===== config.mk =====
export PLATFORM = sky130hd
export DESIGN_NAME = url_percent_decoder
export DESIGN_NICKNAME = d
export VERILOG_FILES = /design/src/upd_pkg.sv /design/src/upd_front.sv /design/src/upd_cmd_fifo.sv /design/src/upd_back.sv /design/src/url_percent_decoder.sv
export SDC_FILE = /design/constraint.sdc
export NUM_CORES = 1
export LEC_CHECK = 0
export BUFFER_PORTS_ARGS = -buffer_cell sky130_fd_sc_hd__buf_4
export CAP_MARGIN = 0
export CORE_MARGIN = 10
export CORE_UTILIZATION = 24
export DETAILED_ROUTE_END_ITERATION = 6
export PLACE_DENSITY_LB_ADDON = 0.08
export SLEW_MARGIN = 20
export SYNTH_ARGS = -nofsm -noshare
export SYNTH_HDL_FRONTEND = slang
export SYNTH_SLANG_ARGS = --single-unit

===== constraint.sdc =====
create_clock -name clk_i -period 5.5 [get_ports clk_i]
set_clock_uncertainty 0.2 [all_clocks]
set_input_delay 1.1 -clock clk_i [delete_from_list [all_inputs] [get_ports clk_i]]
set_output_delay 1.1 -clock clk_i [all_outputs]
set_load 0.03 [all_outputs]

===== src/upd_pkg.sv =====
`default_nettype none
// ----------------------------------------------------------------------------
// URL percent decoder package
// Shared beat types, scanner states and hex digit helpers.
// ----------------------------------------------------------------------------
package upd_pkg;

  localparam logic [7:0] PctChar = 8'h25;

  // One input beat: a raw byte of the encoded string.
  typedef struct packed {
    logic [7:0] in_byte;
    logic       in_last;
  } upd_in_t;

  // One output beat: a decoded byte.
  typedef struct packed {
    logic [7:0] out_byte;
    logic       out_last;
  } upd_out_t;

  // Work handed from the scanner to the serializer: one to three bytes,
  // left aligned, the last of which carries the end-of-string flag.
  typedef struct packed {
    logic [1:0]      cnt;
    logic [2:0][7:0] bytes;
    logic            last;
  } upd_cmd_t;

  typedef enum logic [1:0] {
    PH_IDLE  = 2'd0,
    PH_PCT   = 2'd1,
    PH_DIGIT = 2'd2
  } upd_phase_e;

  function automatic logic is_hex(logic [7:0] c);
    return c inside {[8'h30 : 8'h39], [8'h41 : 8'h46], [8'h61 : 8'h66]};
  endfunction

  // Valid only for hex digits: letters of either case share the low bits.
  function automatic logic [3:0] hex_nibble(logic [7:0] c);
    logic [3:0] nib;
    if (c <= 8'h39) begin
      nib = c[3:0];
    end else begin
      nib = c[3:0] + 4'd9;
    end
    return nib;
  endfunction

endpackage
`default_nettype wire


===== src/upd_front.sv =====
`default_nettype none
// ----------------------------------------------------------------------------
// URL percent decoder scanner
// Tracks escape state and turns each input beat into a byte group command.
// ----------------------------------------------------------------------------
module upd_front import upd_pkg::*; (
  input  wire logic     clk_i,
  input  wire logic     rst_ni,
  input  wire logic     accept_i,
  input  wire upd_in_t  in_data_i,
  output      logic     cmd_push_o,
  output      upd_cmd_t cmd_o
);

  upd_phase_e phase_q, phase_d;
  logic [7:0] held_q;
  logic [7:0] b;
  logic       last;
  logic       hv;
  logic       b_pct;

  assign b     = in_data_i.in_byte;
  assign last  = in_data_i.in_last;
  assign hv    = is_hex(b);
  assign b_pct = (b == PctChar);

  // Next state.
  always_comb begin
    phase_d = PH_IDLE;
    case (phase_q)
      PH_PCT: begin
        if (hv) begin
          phase_d = last ? PH_IDLE : PH_DIGIT;
        end else if (b_pct && !last) begin
          phase_d = PH_PCT;
        end
      end
      PH_DIGIT: begin
        if (!hv && b_pct && !last) begin
          phase_d = PH_PCT;
        end
      end
      default: begin
        if (b_pct && !last) begin
          phase_d = PH_PCT;
        end
      end
    endcase
  end

  // Outputs: the bytes this beat releases.
  always_comb begin
    cmd_o      = '0;
    cmd_o.last = last;
    case (phase_q)
      PH_PCT: begin
        if (hv) begin
          if (last) begin
            cmd_o.cnt      = 2'd2;
            cmd_o.bytes[0] = PctChar;
            cmd_o.bytes[1] = b;
          end
        end else begin
          cmd_o.bytes[0] = PctChar;
          if (b_pct && !last) begin
            cmd_o.cnt = 2'd1;
          end else begin
            cmd_o.cnt      = 2'd2;
            cmd_o.bytes[1] = b;
          end
        end
      end
      PH_DIGIT: begin
        if (hv && is_hex(held_q)) begin
          cmd_o.cnt      = 2'd1;
          cmd_o.bytes[0] = {hex_nibble(held_q), hex_nibble(b)};
        end else begin
          cmd_o.bytes[0] = PctChar;
          cmd_o.bytes[1] = held_q;
          if (b_pct && !last) begin
            cmd_o.cnt = 2'd2;
          end else begin
            cmd_o.cnt      = 2'd3;
            cmd_o.bytes[2] = b;
          end
        end
      end
      default: begin
        if (!(b_pct && !last)) begin
          cmd_o.cnt      = 2'd1;
          cmd_o.bytes[0] = b;
        end
      end
    endcase
  end

  assign cmd_push_o = accept_i && (cmd_o.cnt != 2'd0);

  always_ff @(posedge clk_i or negedge rst_ni) begin
    if (!rst_ni) begin
      phase_q <= PH_IDLE;
      held_q  <= '0;
    end else if (accept_i) begin
      phase_q <= phase_d;
      if ((phase_q == PH_PCT) && hv) begin
        held_q <= b;
      end
    end
  end

endmodule
`default_nettype wire


===== src/upd_cmd_fifo.sv =====
`default_nettype none
// ----------------------------------------------------------------------------
// URL percent decoder command queue
// Short register queue between scanner and serializer.
// ----------------------------------------------------------------------------
module upd_cmd_fifo import upd_pkg::*; #(
  parameter int unsigned Depth = 4
) (
  input  wire logic     clk_i,
  input  wire logic     rst_ni,
  input  wire logic     push_i,
  input  wire upd_cmd_t data_i,
  input  wire logic     pop_i,
  output      upd_cmd_t data_o,
  output      logic     valid_o,
  output      logic     full_o
);

  localparam int unsigned PtrW = (Depth > 1) ? $clog2(Depth) : 1;
  localparam int unsigned CntW = $clog2(Depth + 1);
  localparam logic [PtrW-1:0] LastPtr = PtrW'(Depth - 1);
  localparam logic [CntW-1:0] FullCnt = CntW'(Depth);

  upd_cmd_t        mem_q [Depth];
  logic [PtrW-1:0] wr_ptr_q, rd_ptr_q;
  logic [CntW-1:0] cnt_q;
  logic            do_push, do_pop;

  assign valid_o = (cnt_q != '0);
  assign full_o  = (cnt_q == FullCnt);
  assign do_push = push_i && !full_o;
  assign do_pop  = pop_i && valid_o;
  assign data_o  = mem_q[rd_ptr_q];

  always_ff @(posedge clk_i) begin
    if (do_push) begin
      mem_q[wr_ptr_q] <= data_i;
    end
  end

  always_ff @(posedge clk_i or negedge rst_ni) begin
    if (!rst_ni) begin
      wr_ptr_q <= '0;
      rd_ptr_q <= '0;
      cnt_q    <= '0;
    end else begin
      if (do_push) begin
        wr_ptr_q <= (wr_ptr_q == LastPtr) ? '0 : wr_ptr_q + 1'b1;
      end
      if (do_pop) begin
        rd_ptr_q <= (rd_ptr_q == LastPtr) ? '0 : rd_ptr_q + 1'b1;
      end
      if (do_push && !do_pop) begin
        cnt_q <= cnt_q + 1'b1;
      end else if (do_pop && !do_push) begin
        cnt_q <= cnt_q - 1'b1;
      end
    end
  end

  // The scanner only pushes when the queue has room.
  a_no_overflow: assert property (@(posedge clk_i) disable iff (!rst_ni)
    push_i |-> !full_o)
    else $error("command pushed into a full queue");

  // Fill level tracks the pointer distance.
  a_cnt_match: assert property (@(posedge clk_i) disable iff (!rst_ni)
    (cnt_q != '0 && cnt_q != FullCnt) |-> (wr_ptr_q != rd_ptr_q))
    else $error("queue fill count disagrees with pointers");

endmodule
`default_nettype wire


===== src/upd_back.sv =====
`default_nettype none
// ----------------------------------------------------------------------------
// URL percent decoder serializer
// Emits the bytes of each queued command one beat at a time.
// ----------------------------------------------------------------------------
module upd_back import upd_pkg::*; (
  input  wire logic     clk_i,
  input  wire logic     rst_ni,
  input  wire upd_cmd_t cmd_i,
  input  wire logic     cmd_valid_i,
  output      logic     cmd_pop_o,
  input  wire logic     pop_i,
  output      logic     empty_o,
  output      upd_out_t out_data_o
);

  logic [1:0] idx_q;
  logic       out_valid_q;
  upd_out_t   out_q;
  logic       can_load, load, at_end;

  assign can_load   = !out_valid_q || pop_i;
  assign load       = cmd_valid_i && can_load;
  assign at_end     = (idx_q == cmd_i.cnt - 2'd1);
  assign cmd_pop_o  = load && at_end;
  assign empty_o    = !out_valid_q;
  assign out_data_o = out_q;

  always_ff @(posedge clk_i or negedge rst_ni) begin
    if (!rst_ni) begin
      idx_q       <= '0;
      out_valid_q <= 1'b0;
    end else begin
      if (load) begin
        idx_q <= at_end ? 2'd0 : idx_q + 2'd1;
      end
      if (load) begin
        out_valid_q <= 1'b1;
      end else if (pop_i) begin
        out_valid_q <= 1'b0;
      end
    end
  end

  always_ff @(posedge clk_i) begin
    if (load) begin
      out_q.out_byte <= cmd_i.bytes[idx_q];
      out_q.out_last <= cmd_i.last && at_end;
    end
  end

  // The byte index never runs past the head command's byte count.
  a_idx_range: assert property (@(posedge clk_i) disable iff (!rst_ni)
    cmd_valid_i |-> (idx_q < cmd_i.cnt))
    else $error("serializer index beyond command length");

  // A waiting output beat is held until it is taken.
  a_out_hold: assert property (@(posedge clk_i) disable iff (!rst_ni)
    (out_valid_q && !pop_i) |=> (out_valid_q && $stable(out_q)))
    else $error("output beat changed while stalled");

endmodule
`default_nettype wire


===== src/url_percent_decoder.sv =====
`default_nettype none
// ----------------------------------------------------------------------------
// URL percent decoder
// Streaming percent-decoding of a byte string, one raw byte per beat.
// ----------------------------------------------------------------------------
//
//  Channel  Direction  Handshake            Payload
//  -------  ---------  -------------------  ------------------------------
//  input    in         push / full          in_data_i  {in_byte, in_last}
//  output   out        pop / empty          out_data_o {out_byte, out_last}
//
// A beat is taken every cycle in which push is high and full is low; the
// scanner works in the same cycle, so one byte per cycle is sustained
// while the queue has room. A failed escape releases up to three bytes,
// which the serializer emits at one byte per cycle while the output is
// popped; the command queue (FifoDepth entries) absorbs this. A result
// is held in the output register until popped. Reset clears all state.
// ----------------------------------------------------------------------------
module url_percent_decoder import upd_pkg::*; #(
  parameter int unsigned FifoDepth = 4
) (
  input  wire logic     clk_i,
  input  wire logic     rst_ni,
  input  wire logic     push,
  output      logic     full,
  input  wire upd_in_t  in_data_i,
  output      logic     empty,
  input  wire logic     pop,
  output      upd_out_t out_data_o
);

  // Front side: the scanner sees every accepted beat and turns it into a
  // command of zero to three bytes; empty commands are dropped.
  logic     accept;
  logic     cmd_push;
  upd_cmd_t cmd_in;

  // Back side: the head command and its dequeue strobe.
  upd_cmd_t cmd_head;
  logic     cmd_valid;
  logic     cmd_pop;

  // The input stalls only when the command queue has no room, so a waiting
  // output beat never blocks acceptance by itself.
  assign accept = push && !full;

  upd_front u_front (
    .clk_i      (clk_i),
    .rst_ni     (rst_ni),
    .accept_i   (accept),
    .in_data_i  (in_data_i),
    .cmd_push_o (cmd_push),
    .cmd_o      (cmd_in)
  );

  upd_cmd_fifo #(
    .Depth (FifoDepth)
  ) u_fifo (
    .clk_i   (clk_i),
    .rst_ni  (rst_ni),
    .push_i  (cmd_push),
    .data_i  (cmd_in),
    .pop_i   (cmd_pop),
    .data_o  (cmd_head),
    .valid_o (cmd_valid),
    .full_o  (full)
  );

  // The serializer walks each command byte by byte into the output register.
  upd_back u_back (
    .clk_i       (clk_i),
    .rst_ni      (rst_ni),
    .cmd_i       (cmd_head),
    .cmd_valid_i (cmd_valid),
    .cmd_pop_o   (cmd_pop),
    .pop_i       (pop),
    .empty_o     (empty),
    .out_data_o  (out_data_o)
  );

endmodule
`default_nettype wire


# Word level (Yosys, flattened, before mapping)
# Memory sizes are Yosys's and may differ from the RTL's.
# Index checks and enable logic that the tools add are counted.
[op_classes]
n_mul = 0
muxes = 33
div = 0
bitwise_logic = 0
n_shift = 0
n_lt_le_gt_ge = 13
n_addsub = 8
eq_ne = 7
n_reduce_logical = 34
[ops]
columns = ["operator", "count"]
rows = [
  ["two-way mux 16 bit", 3],
  ["greater-or-equal comparator 8 x 7 -> 1 bit (second input constant)", 4],
  ["less-or-equal comparator 8 x 7 -> 1 bit (second input constant)", 4],
  ["two-way mux 8 bit", 4],
  ["case mux 8 bit (2 select lines)", 2],
  ["logical AND 1 bit", 20],
  ["two-way mux 2 bit", 9],
  ["binary-select mux 8 bit (select 2 bit)", 1],
  ["greater-or-equal comparator 8 x 6 -> 1 bit (second input constant)", 2],
  ["less-or-equal comparator 8 x 6 -> 1 bit (second input constant)", 2],
  ["nonzero test 3 bit", 3],
  ["adder 4 bit (second input constant)", 2],
  ["== test 8 x 6 -> 1 bit (second input constant)", 1],
  ["two-way mux 1 bit", 8],
  ["two-way mux 4 bit", 2],
  ["case mux 2 bit (2 select lines)", 2],
  ["adder 2 x 1 -> 2 bit (second input constant)", 3],
  ["== test 2 bit (second input constant)", 3],
  ["logical NOT 1 bit", 6],
  ["two-way mux 3 bit", 2],
  ["nonzero test 2 bit", 3],
  ["adder 3 x 1 -> 3 bit (second input constant)", 1],
  ["== test 3 bit (second input constant)", 1],
  ["less-than comparator 2 x 3 -> 1 bit (second input constant)", 1],
  ["6 further kinds", 6],
]
[totals]
input_bits = 13
out_inout_bits = 11
romBits = 0
mem_count = 1
ff_bits = 29
wordCells = 105
ram_bits = 108
latchBits = 0
[memory_table]
columns = ["memory", "depth", "width", "rd", "rd_clocked_by_memory_dff", "write_ports", "line_no", "rtl"]
rows = [
  ["u_fifo.mem_q", 4, 27, 1, 0, 1, "upd_cmd_fifo.sv:24", "upd_cmd_t mem_q [Depth];"],
]

# Longest topological paths before layout
[logic_depth]
word_depth = 13
ltp_mapped = 14
mapped_depth_nobuf = 14

# Cells and area by module
# A second synthesis with hierarchy kept.
[unflattened]
hier_cells = 395
hier_area_um2 = 6282.3
[by_module_without_submodules]
columns = ["mod", "area_per_inst_um2", "instances", "seq_area_each_um2", "cells_per_inst"]
rows = [
  ["upd_cmd_fifo", 4364.2, 1, 3418.3, 178],
  ["upd_front", 1263.7, 1, 250.2, 158],
  ["upd_back", 640.6, 1, 345.3, 58],
  ["url_percent_decoder", 13.8, 1, 0.0, 1],
]

# Worst setup path after synthesis
# Ideal clock, no wire load.
[synth_path]
path_kind = "input to register"
from = "input port in_data_i[1] (netlist name)"
to = "memory u_fifo.mem_q[0][0] (netlist name) (enable)"
n_path_buf = 0
path_stages = 8
setup_slack_ps = 1356
setup_ps = 411
required_time_ps = 4889
arrival_ps = 3533
cell_sequence = "inv_1 ha_1 or3b_4 a41oi_4 nor4_2 nor2_1 o21ai_1 nor2_1"
[synth_between]
elab_chain_len = 11
elab_cells_between_ends = 24
[synth_lines]
columns = ["element", "line_no", "rtl"]
rows = [
  ["start: declaration", "url_percent_decoder.sv:26", "input wire upd_in_t in_data_i,"],
  ["greater-or-equal comparator 8 x 6 -> 1 bit (tied with other cells)", "upd_pkg.sv:37", "return c inside {[8'h30 : 8'h39], [8'h41 : 8'h46], [8'h61 : 8'h66]};"],
  ["logical AND 1 bit", "upd_pkg.sv:37", ""],
  ["nonzero test 3 bit", "upd_pkg.sv:37", ""],
  ["logical AND 1 bit", "upd_front.sv:74", "if (hv && is_hex(held_q)) begin"],
  ["two-way mux 2 bit", "upd_front.sv:74", ""],
  ["case mux 2 bit (2 select lines) (*)", "upd_front.sv:55", "case (phase_q)"],
  ["nonzero test 2 bit (*)", "upd_front.sv:97", "assign cmd_push_o = accept_i && (cmd_o.cnt != 2'd0);"],
  ["logical AND 1 bit (*)", "upd_front.sv:97", ""],
  ["logical AND 1 bit (*)", "upd_cmd_fifo.sv:31", "assign do_push = push_i && !full_o;"],
  ["two-way mux 1 bit (*)", "upd_cmd_fifo.sv:36", "if (do_push) begin"],
  ["two-way mux 1 bit (not written as such) (*)", "upd_cmd_fifo.sv:37", "mem_q[wr_ptr_q] <= data_i;"],
  ["end: declaration", "upd_cmd_fifo.sv:24", ""],
]
# Mark *: on every way between the ends. The rest lies on a longest branch, timed or not.

# Worst setup path in the final report
[layout_path]
from = "input port in_data_i[1] (netlist name)"
to = "register u_fifo.cnt_q[1]"
[layout_between]
elab_chain_len = 12
elab_cells_between_ends = 27
[layout_lines]
columns = ["element", "line_no", "rtl"]
rows = [
  ["greater-or-equal comparator 8 x 6 -> 1 bit (tied with other cells)", "upd_pkg.sv:37", ""],
  ["logical AND 1 bit", "upd_pkg.sv:37", ""],
  ["nonzero test 3 bit", "upd_pkg.sv:37", ""],
  ["logical AND 1 bit", "upd_front.sv:74", ""],
  ["two-way mux 2 bit", "upd_front.sv:74", ""],
  ["case mux 2 bit (2 select lines) (*)", "upd_front.sv:55", ""],
  ["nonzero test 2 bit (*)", "upd_front.sv:97", ""],
  ["logical AND 1 bit (*)", "upd_front.sv:97", ""],
  ["logical AND 1 bit (*)", "upd_cmd_fifo.sv:31", ""],
  ["named net u_fifo.do_push", "upd_cmd_fifo.sv:27", "logic do_push, do_pop;"],
  ["logical NOT 1 bit", "upd_cmd_fifo.sv:55", "end else if (do_pop && !do_push) begin"],
  ["logical AND 1 bit", "upd_cmd_fifo.sv:55", ""],
  ["nonzero test 2 bit (no source line)", "-", ""],
  ["end signal: assignment", "upd_cmd_fifo.sv:54", "cnt_q <= cnt_q + 1'b1;"],
  ["end signal: assignment", "upd_cmd_fifo.sv:56", "cnt_q <= cnt_q - 1'b1;"],
  ["end: declaration", "upd_cmd_fifo.sv:26", "logic [CntW-1:0] cnt_q;"],
]
# Mark *: on every way through the listed nets, which the timed path passes. The rest lies on a longest branch.
# A chain may end at the register's enable or synchronous reset.

==> run summary <==
GR peak layer: met2
total I/O pin count: 24
number of nets in the finished design: 466
leakage: 0.00262 uW
mean instance size in the synthesized netlist: 15.4 um^2
cell type contributing the most total cell area after synthesis: sky130_fd_sc_hd__edfxtp_1
number of flops mapped to enable cells by yosys: 117
number of buffers inserted for hold repair after clock tree synthesis: 0
area of the die: 32900 um^2
final weighted congestion in routability-driven placement: 0.738
Reg2Reg Setup Slack: 2.02 ns
latest clock arrival within the worst-skew pair: 0.41 ns
average wire per cell in the routed design: 19.5 um
critical path data required time: 5.59 ns
layout cells sized above 1: 0.243
First-pass DRT Iterations: 4
Chip Height: 181 um
portion of the clock cycle consumed by the worst path in the final layout: 0.694
highest clock rate: 262 MHz
part of the Yosys area used for sequential elements: 0.642
crit end category: flip-flop
Final HPWL DP: 10.1 mm
count of antenna-violating nets left after detailed routing: 0
Hold Slack: 0.285 ns
Die Wd: 181 um
final routed DRC violation total: 0
pin count of the biggest net entering global routing: 30
CTS Buf Count: 17
share of async-settable or async-resettable flops after synthesis: 0.146
post-CTS setup repair buffer count: 0
number of distinct library cell variants in the gate-level netlist after synthesis: 61
total wirelength of the detailed-routed design: 15.3 mm
HP Class: flip-flop to flip-flop
clock root buffer master: sky130_fd_sc_hd__clkbuf_16
most used flip-flop cell after synthesis: sky130_fd_sc_hd__edfxtp_1
mapped cell area: 6250 um^2
final hold vios: 0
library cell with the highest instance count after synthesis: sky130_fd_sc_hd__edfxtp_1
vias in the first global route: 3649
post-synth net total: 435
count of vias placed by the detailed router: 3457
area fraction of the dominant cell type after synthesis: 0.562
count of state elements after synthesis: 137
crit-path most repeated cell: sky130_fd_sc_hd__inv_1
DRT iter0 DRCs: 188
routing usage on met3: 0.0262
Total Neg Setup Slack: 0 ns
clock transition at the registers of the reported paths: 0.06 ns
commonest cells in the synthesized netlist: sky130_fd_sc_hd__edfxtp_1 (117), sky130_fd_sc_hd__inv_1 (29), sky130_fd_sc_hd__mux4_2 (27), sky130_fd_sc_hd__nand2_1 (24), sky130_fd_sc_hd__nor2_1 (24)
Relative slew margins: 0.449
Core Area: 25800 um^2
met2 GRT Util: 0.151
Final Setup Violations: 0
setup repair after global routing missed its margin: no
number of antenna violations at the first check in global routing: 0
Worst path slowest cell: sky130_fd_sc_hd__o21ai_1
initial core utilization: 0.242
routed vias/inst: 4.41
Cell Pwr Density: 493 nW/um^2
total area of multi-input combinational cells: 2050 um^2
worst reg2reg path endpoint: u_fifo.cnt_q[1]$_DFFE_PN0P_
largest buffer count on any clock path: 2
total routing usage reported by global routing: 0.0958
maximum ir drop on the vdd rail: 0.000171 V
Storage cell area: 4020 um^2
Layout area overhead: 18.1%
critical path arrival: 3.91 ns
number of inserted filler cells in the final layout: 2619
top area cells in the synthesized netlist: sky130_fd_sc_hd__edfxtp_1 (56%), sky130_fd_sc_hd__mux4_2 (9.7%), sky130_fd_sc_hd__dfrtp_1 (8.0%)
number of placement rows: 59
outcome: completed
instance count along the most critical hold path: 1
clock net sink count: 137
yosys warns: 0
number of slew-limit violations in the final report: 0
# port buffers: 23
post-cts gate resize count: 0
global-route wire length before repair: 23.5 mm
final core utilization: 0.286
Register-to-Register Path Depth: 11
largest incremental delay on the critical path: 0.49 ns
Diodes inserted: 0
Critical Path Start Type: input pin
max-capacitance violation count: 0
critical setup path kind: input pin to flip-flop
crit path max fanout: 8
Tightest Pin Transition: 0.827 ns
startpoint of the most critical hold path: u_fifo.cnt_q[2]$_DFFE_PN0P_
TritonCTS clock tree: done
# H-tree levels: 4
min Tclk post-route: 3.81 ns
Hold EP: u_fifo.cnt_q[2]$_DFFE_PN0P_
critical path, cell by cell: buf_4 -> inv_1 -> ha_1 -> or3b_4 -> a41oi_4 -> nor4_2 -> nor2_1 -> o21ai_1 -> inv_1 -> ha_1 -> inv_1 -> fa_1 -> mux2_2
global routing usage on met1: 0.125
Cells after Synth: 405
total grt overflow: 0
reg2reg start: u_front.phase_q[0]$_DFFE_PN0P_
## registers in the layout (all words and copies together), names as in the netlist
register	count
u_fifo.wr_ptr_q	2
u_front.held_q	8
u_fifo.cnt_q	3
u_front.phase_q	2
u_back.out_data_o	9
u_back.out_valid_q	1
u_fifo.rd_ptr_q	2
u_back.idx_q	2
u_fifo.mem_q	108
## report_power, final
group / total [uW] / switching [uW] / internal, uW
logic: 955 / 514 / 442
registers: 1570 / 184 / 1390
clock network: 1110 / 445 / 669
total: 3640 / 1140 / 2500
## per-stage QoR
step           instance area, um^2  setup slack [ns]  cells  total power, uW
2_1_floorplan                 6250              1.36    405             2230
3_3_place_gp                  6810              1.26    752             2590
3_5_place_dp                  6810              1.22    752             2590
4_1_cts                       7390              1.67    784             3720
5_1_grt                       7390              1.37    784             3850
6_report                      7390              1.69    784             3640
## kinds of logic (layout without fill, tap and decap cells)
group	count (synthesis)	count (layout)	synth area share
adder cells (fa/ha/maj)	17	17	0.0352
multiplexers	46	46	0.131
AO/OA/AOI/OAI	58	58	0.0676
flip-flops	137	137	0.642
AND/OR/NAND/NOR	92	92	0.0788
XOR/XNOR	9	9	0.0126
buffers and inverters	46	90	0.0326
## worst max-delay path: cells and delay by family
family	cells	cell delay [ns]
compound gates	2	0.60
simple gates	3	0.73
fa+ha+maj	3	0.83
buf+inv	4	0.39
mux	1	0.26
## worst max path at each step
stage / from / endpoint / slack (ns) / cells after the start
5_1_grt: in_data_i[8] / u_fifo.cnt_q[1]$_DFFE_PN0P_ / 1.37 / 11
6_report: in_data_i[1] / u_fifo.cnt_q[1]$_DFFE_PN0P_ / 1.69 / 13
2_1_floorplan: in_data_i[1] / u_fifo.mem_q[0][0]$_DFFE_PP_ / 1.36 / 8
3_5_place_dp: in_data_i[1] / u_fifo.cnt_q[1]$_DFFE_PN0P_ / 1.22 / 13
4_1_cts: in_data_i[1] / u_fifo.cnt_q[1]$_DFFE_PN0P_ / 1.67 / 13
3_3_place_gp: in_data_i[1] / u_fifo.cnt_q[1]$_DFFE_PN0P_ / 1.26 / 13
## cell type report
type / count / area share
Timing Repair Buffer: 29 / 0.0295
Clock inverter: 14 / 0.0200
Multi-Input combinational cell: 222 / 0.277
Sequential cell: 137 / 0.544
Tap cell: 335 / 0.0568
Clock buffer: 18 / 0.0581
Inverter: 29 / 0.0147
## layer usage
layer,vias to the layer above,share of wire,wire (um)
met3,17,0.037,562
met5,-,0,0
met2,69,0.47,7170
li1,1620,-,-
met1,1751,0.48,7340
met4,0,0.013,200
## cells in the final DEF (no fill, tap or decap), types with 9 or more instances in the layout
master	Yosys	layout
sky130_fd_sc_hd__clkbuf_16	0	17
sky130_fd_sc_hd__edfxtp_1	117	117
sky130_fd_sc_hd__a22oi_1	12	12
sky130_fd_sc_hd__buf_4	1	29
sky130_fd_sc_hd__o22ai_1	9	9
sky130_fd_sc_hd__dfrtp_1	20	18
sky130_fd_sc_hd__mux4_2	27	27
sky130_fd_sc_hd__inv_1	29	29
sky130_fd_sc_hd__o21ai_1	12	12
sky130_fd_sc_hd__ha_1	16	16
sky130_fd_sc_hd__nand2_1	24	24
sky130_fd_sc_hd__mux2i_1	11	11
sky130_fd_sc_hd__nor2_1	24	20
Power figures use the tool's default switching activity.
